### config.mk
export PLATFORM = sky130hd
export DESIGN_NAME = ssdg_front
export DESIGN_NICKNAME = d
export VERILOG_FILES = /design/src/hdl/ssdg_pkg.sv /design/src/hdl/ssdg_front.sv
export SDC_FILE = /design/constraint.sdc
export NUM_CORES = 2
export LEC_CHECK = 0
export BUFFER_PORTS_ARGS = -buffer_cell sky130_fd_sc_hd__clkbuf_2
export CAP_MARGIN = 20
export CORE_MARGIN = 3
export CORE_UTILIZATION = 25
export CTS_CLUSTER_SIZE = 24
export DETAILED_ROUTE_END_ITERATION = 8
export HOLD_SLACK_MARGIN = 0.02
export PLACE_DENSITY = 0.41
export SLEW_MARGIN = 20
export SYNTH_ARGS = -nofsm -noshare
export SYNTH_HDL_FRONTEND = slang
export SYNTH_SLANG_ARGS = --single-unit
### constraint.sdc
create_clock -name clk_i -period 28.7 [get_ports clk_i]
set_input_delay 2.87 -clock clk_i [delete_from_list [all_inputs] [get_ports clk_i]]
set_output_delay 2.87 -clock clk_i [all_outputs]
set_load 0.03 [all_outputs]
### src/hdl/ssdg_pkg.sv
// Shared types and constants for the spectral sharpen / dehalo gain block.
// No dependencies.
`timescale 1ns / 1ps

package ssdg_pkg;

  localparam int DATA_W     = 24;
  localparam int CORR_W     = 25;
  localparam int PWR_W      = 48;
  localparam int WGT_W      = 16;
  localparam int GAIN_W     = 16;
  localparam int DIV_STEPS  = 30;
  localparam int DIV_W_S    = 49;
  localparam int DIV_W_D    = 55;
  localparam int SQRT_STEPS = 31;
  localparam int QDEPTH_DEF = 4;
  localparam int ADDR_W     = 6;
  localparam int APB_DW     = 64;

  typedef enum logic [2:0] {
    REG_SIGMA_LOW  = 3'd0,
    REG_SIGMA_HIGH = 3'd1,
    REG_SHARPEN    = 3'd2,
    REG_DEHALO     = 3'd3,
    REG_HALO       = 3'd4,
    REG_DEGRID     = 3'd5
  } reg_idx_e;

  typedef struct packed {
    logic [PWR_W-1:0]         sigma_low;
    logic [PWR_W-1:0]         sigma_high;
    logic [PWR_W-1:0]         halo;
    logic signed [GAIN_W-1:0] sharpen_gain;
    logic [GAIN_W-1:0]        dehalo_gain;
    logic                     degrid;
  } cfg_t;

  // queued word: corrected coefficient, grid to add back, power, weights
  typedef struct packed {
    logic signed [CORR_W-1:0] c_re;
    logic signed [CORR_W-1:0] c_im;
    logic signed [DATA_W-1:0] g_re;
    logic signed [DATA_W-1:0] g_im;
    logic [PWR_W-1:0]         p;
    logic [WGT_W-1:0]         sw;
    logic [WGT_W-1:0]         dw;
  } ent_t;

endpackage

### src/hdl/ssdg_front.sv
// Front end: accepts words, removes grid correction when degrid is set, forms saturated power, queues.
// Depends on ssdg_pkg.
`timescale 1ns / 1ps

module ssdg_front #(
  parameter int QDEPTH = ssdg_pkg::QDEPTH_DEF
) (
  input  logic                                clk_i,
  input  logic                                rst_ni,
  input  ssdg_pkg::cfg_t                      cfg_i,
  input  logic                                in_valid_i,
  output logic                                in_ready_o,
  input  logic signed [ssdg_pkg::DATA_W-1:0]  coef_re_i,
  input  logic signed [ssdg_pkg::DATA_W-1:0]  coef_im_i,
  input  logic signed [ssdg_pkg::DATA_W-1:0]  grid_re_i,
  input  logic signed [ssdg_pkg::DATA_W-1:0]  grid_im_i,
  input  logic [ssdg_pkg::WGT_W-1:0]          sharpen_weight_i,
  input  logic [ssdg_pkg::WGT_W-1:0]          dehalo_weight_i,
  output logic                                hd_valid_o,
  output ssdg_pkg::ent_t                      hd_o,
  input  logic                                pop_i
);

  localparam int PW  = (QDEPTH > 1) ? $clog2(QDEPTH) : 1;
  localparam int CNW = $clog2(QDEPTH + 1);
  localparam int CW  = ssdg_pkg::CORR_W;
  localparam int PWW = ssdg_pkg::PWR_W;

  logic                 en;
  logic                 full;
  logic                 f1_vld_q, f2_vld_q, f3_vld_q;
  ssdg_pkg::ent_t       f1_q, f2_q, f3_q, f1_d, f3_d;
  logic [2*CW-1:0]      sq_re_q, sq_im_q;
  logic [2*CW-1:0]      sq_re_d, sq_im_d;
  logic [2*CW:0]        psum;
  logic [CW-1:0]        ar, ai;
  logic                 push;

  ssdg_pkg::ent_t       mem_q [QDEPTH];
  logic [PW-1:0]        wr_ptr_q, rd_ptr_q;
  logic [CNW-1:0]       cnt_q;

  assign full       = (cnt_q == CNW'(QDEPTH));
  assign en         = !(f3_vld_q && full);
  assign in_ready_o = en;
  assign push       = en && f3_vld_q;

  always_comb begin
    f1_d      = '0;
    f1_d.g_re = cfg_i.degrid ? grid_re_i : '0;
    f1_d.g_im = cfg_i.degrid ? grid_im_i : '0;
    f1_d.c_re = {coef_re_i[ssdg_pkg::DATA_W-1], coef_re_i}
              - {f1_d.g_re[ssdg_pkg::DATA_W-1], f1_d.g_re};
    f1_d.c_im = {coef_im_i[ssdg_pkg::DATA_W-1], coef_im_i}
              - {f1_d.g_im[ssdg_pkg::DATA_W-1], f1_d.g_im};
    f1_d.sw   = sharpen_weight_i;
    f1_d.dw   = dehalo_weight_i;
  end

  assign ar      = f1_q.c_re[CW-1] ? CW'(-f1_q.c_re) : CW'(f1_q.c_re);
  assign ai      = f1_q.c_im[CW-1] ? CW'(-f1_q.c_im) : CW'(f1_q.c_im);
  assign sq_re_d = ar * ar;
  assign sq_im_d = ai * ai;
  assign psum    = {1'b0, sq_re_q} + {1'b0, sq_im_q};

  always_comb begin
    f3_d   = f2_q;
    f3_d.p = (psum[2*CW:PWW] != '0) ? {PWW{1'b1}} : psum[PWW-1:0];
  end

  always_ff @(posedge clk_i or negedge rst_ni) begin
    if (!rst_ni) begin
      f1_vld_q <= 1'b0;
      f2_vld_q <= 1'b0;
      f3_vld_q <= 1'b0;
    end else if (en) begin
      f1_vld_q <= in_valid_i;
      f2_vld_q <= f1_vld_q;
      f3_vld_q <= f2_vld_q;
    end
  end

  always_ff @(posedge clk_i) begin
    if (en) begin
      f1_q    <= f1_d;
      f2_q    <= f1_q;
      sq_re_q <= sq_re_d;
      sq_im_q <= sq_im_d;
      f3_q    <= f3_d;
    end
  end

  // word queue between front and back
  always_ff @(posedge clk_i) begin
    if (push) begin
      mem_q[wr_ptr_q] <= f3_q;
    end
  end

  always_ff @(posedge clk_i or negedge rst_ni) begin
    if (!rst_ni) begin
      wr_ptr_q <= '0;
      rd_ptr_q <= '0;
      cnt_q    <= '0;
    end else begin
      if (push) begin
        wr_ptr_q <= (wr_ptr_q == PW'(QDEPTH - 1)) ? '0 : wr_ptr_q + 1'b1;
      end
      if (pop_i) begin
        rd_ptr_q <= (rd_ptr_q == PW'(QDEPTH - 1)) ? '0 : rd_ptr_q + 1'b1;
      end
      if (push && !pop_i) begin
        cnt_q <= cnt_q + 1'b1;
      end else if (pop_i && !push) begin
        cnt_q <= cnt_q - 1'b1;
      end
    end
  end

  assign hd_valid_o = (cnt_q != '0);
  assign hd_o       = mem_q[rd_ptr_q];

endmodule

==> metrics <==
RD Place Congestion=0.851; Die Span X=580 um; MaxCap Viol Count=0; Hold Buf Count CTS=0; share of cells above drive strength 1=12.3%; Post-Syn Area=82500 um^2; first-pass GRT wire length=335000 um; Clock Root Buffer=clkbuf_16; Synth area leaders=edfxtp_1, fa_1, ha_1, inv_1, mux4_2; worst r2r dst=sq_im_q[49]$_DFFE_PN_; Slew @ Worst Pin=1.17 ns; hold_sp=f2_q[156]$_DFFE_PN_; top cell family by delay on the critical path=adder cells; synthesis-stage register bit count=1256; setup bufs post-CTS=0; chip height=580 um; Area growth syn-to-layout=14.5%; Slew headroom=21.7%; GR Overflow Total=0; Max FO, Critical Path=18; Non-Filler Instances=11200; Worst-path clk slew=0.06 ns; Top FF cell, synth=edfxtp_1; ys async rst share=0.796%; R2R depth=28; Synthesis Warnings=0; Final Max Tran Viols=0; # rows=210; outcome=finished, final reports clean; CP required=29.33 ns; minimum clock period=11.22 ns; CTS tree=built; Data arrival, critical path=11.84 ns; Layout Skew=0.0749 ns; Worst-Skew Late Latency=0.81 ns; Post-synth EDFFs=1246; Gate Count Post-Synth=6301; CTS resizes=0; post-DP HPWL=160000 um; HP Class=reg -> reg; initial antenna violation count=21; most frequent cell after synthesis=inv_1; starting DRC count in detailed routing=2776; fmax=89.2 MHz; TritonCTS Sinks=1256; Port Buffers=312; Setup crit start=f1_q[132]$_DFFE_PN_; WP buf/inv=4; DIE AREA=337000 um^2; multi-input logic area=39200 um^2; vias post-DR=47800; Total GRT Usage=13.1%; Final Hold Slack=0.370 ns; Synth top cells by count=inv_1, edfxtp_1, fa_1; Fin. Hold Viols=0; Syn Area/Cell=13.1 um^2; setup slack, reg-to-reg=17.48 ns; Worst Setup Start Kind=flip-flop; hold path depth=0; Final setup viols=0; number of H-tree levels=4; Total Wirelength=219000 um; RR Startpoint=f1_q[132]$_DFFE_PN_; Nets=8433; CTS max path bufs=4; Worst Setup End Kind=flip-flop; RSZ-0062 raised after global routing=false; vias in the first global route=52600; TritonCTS Buffers=148; setup_tns=0 ns; top cell type's share of synthesized area=45.3%; Initial Util=25.2%; DRC viols=0; Cells after DPL=10900; Register Area=37700 um^2; slowest stage delay, CP=1.07 ns; largest net degree at the start of global routing=106; detail-routed via count per cell=4.28; DR pass1 iterations=5; largest area contributor in the netlist=edfxtp_1; ratio of final minimum period to clock period=39.1%; Distinct cells, synth=82; Util after Layout=28.8%; critical path class=reg -> reg; sequential fraction of the synthesis area=45.7%; WHS Endpoint=f3_q[156]$_DFFE_PN_; Worst path slowest cell=clkinv_1; core footprint=328000 um^2; IO Pins=489; most used cell, CP=fa_1; Final ANT Viol Nets=0; DR WL/cell=19.6 um; Filler Cell Count=33600
worst register-to-register path: cells and delay by family (launching register included):
kind	cells	cell delay, ns
fa+ha+maj	8	3.84
simple gates	9	2.67
compound gates	6	2.02
buf+inv	4	1.23
xor+xnor	1	0.78
flops	1	0.49
logic make-up after synthesis:
family	count (synthesis)	synth area share, %
AO/OA/AOI/OAI	543	4.23
XOR/XNOR	233	2.49
adder cells (fa/ha/maj)	1400	29.8
buffers and inverters	1591	7.25
flip-flops	1256	45.7
multiplexers	185	4.95
other	2	0.00910
AND/OR/NAND/NOR	1091	5.67
flip-flops by register name (all words and copies together), names as in the netlist:
name,count
f3_q,178
f1_vld_q,1
f3_vld_q,1
wr_ptr_q,2
cnt_q,3
rd_ptr_q,2
f2_q,130
sq_im_q,48
mem_q,712
f2_vld_q,1
sq_re_q,48
f1_q,130
worst max-delay path by stage:
| stage | slack [ns] | endpoint | depth (start not counted) |
|---|---|---|---|
| after floorplan | 14.65 | in_ready_o | 3 |
| after global placement | 17.56 | sq_im_q[49]$_DFFE_PN_ | 29 |
| after detailed placement | 17.63 | sq_im_q[49]$_DFFE_PN_ | 29 |
| after CTS | 17.49 | sq_im_q[49]$_DFFE_PN_ | 29 |
| after global routing | 16.91 | sq_im_q[49]$_DFFE_PN_ | 29 |
| final | 17.48 | sq_im_q[49]$_DFFE_PN_ | 28 |
cells in the final DEF (no fill, tap or decap), types with 74 or more instances in the layout:
cell type	n
a21oi_1	164
clkbuf_16	150
ha_1	463
inv_1	1414
edfxtp_1	1246
nand2_1	510
buf_4	85
mux4_2	178
xnor2_1	139
a21o_1	74
fa_1	937
nor2_1	342
clkbuf_2	312
o21ai_0	103
metal layers:
| metal | vias to the layer above | wire length (um) | track usage, % |
|---|---|---|---|
| met5 | - | 140 | 0 |
| met4 | 20 | 4630 | 3.05 |
| met3 | 272 | 11900 | 2.58 |
| met2 | 993 | 105000 | 21.8 |
| met1 | 25000 | 97700 | 17.5 |
| li1 | 21600 | - | - |
stage by stage:
stage | instance area, um^2 | worst slack (ns)
3_5_place_dp | 89900 | 17.63
6_report | 94500 | 17.48
5_1_grt | 94400 | 16.91
3_3_place_gp | 89900 | 17.56
4_1_cts | 94400 | 17.49
2_1_floorplan | 82600 | 14.65
cell type report:
type | instances | area share [%]
clock inverter | 71 | 0.674
multi-input combinational | 3488 | 41.5
timing repair buffer | 401 | 2.41
inverter | 1429 | 5.69
sequential | 1256 | 39.9
tap | 4346 | 5.76
clock buffer | 180 | 4.09
antenna | 9 | 0.0238
Power is not shown: default switching activity piles up to over one toggle a cycle in this logic, so the estimate is an artifact.
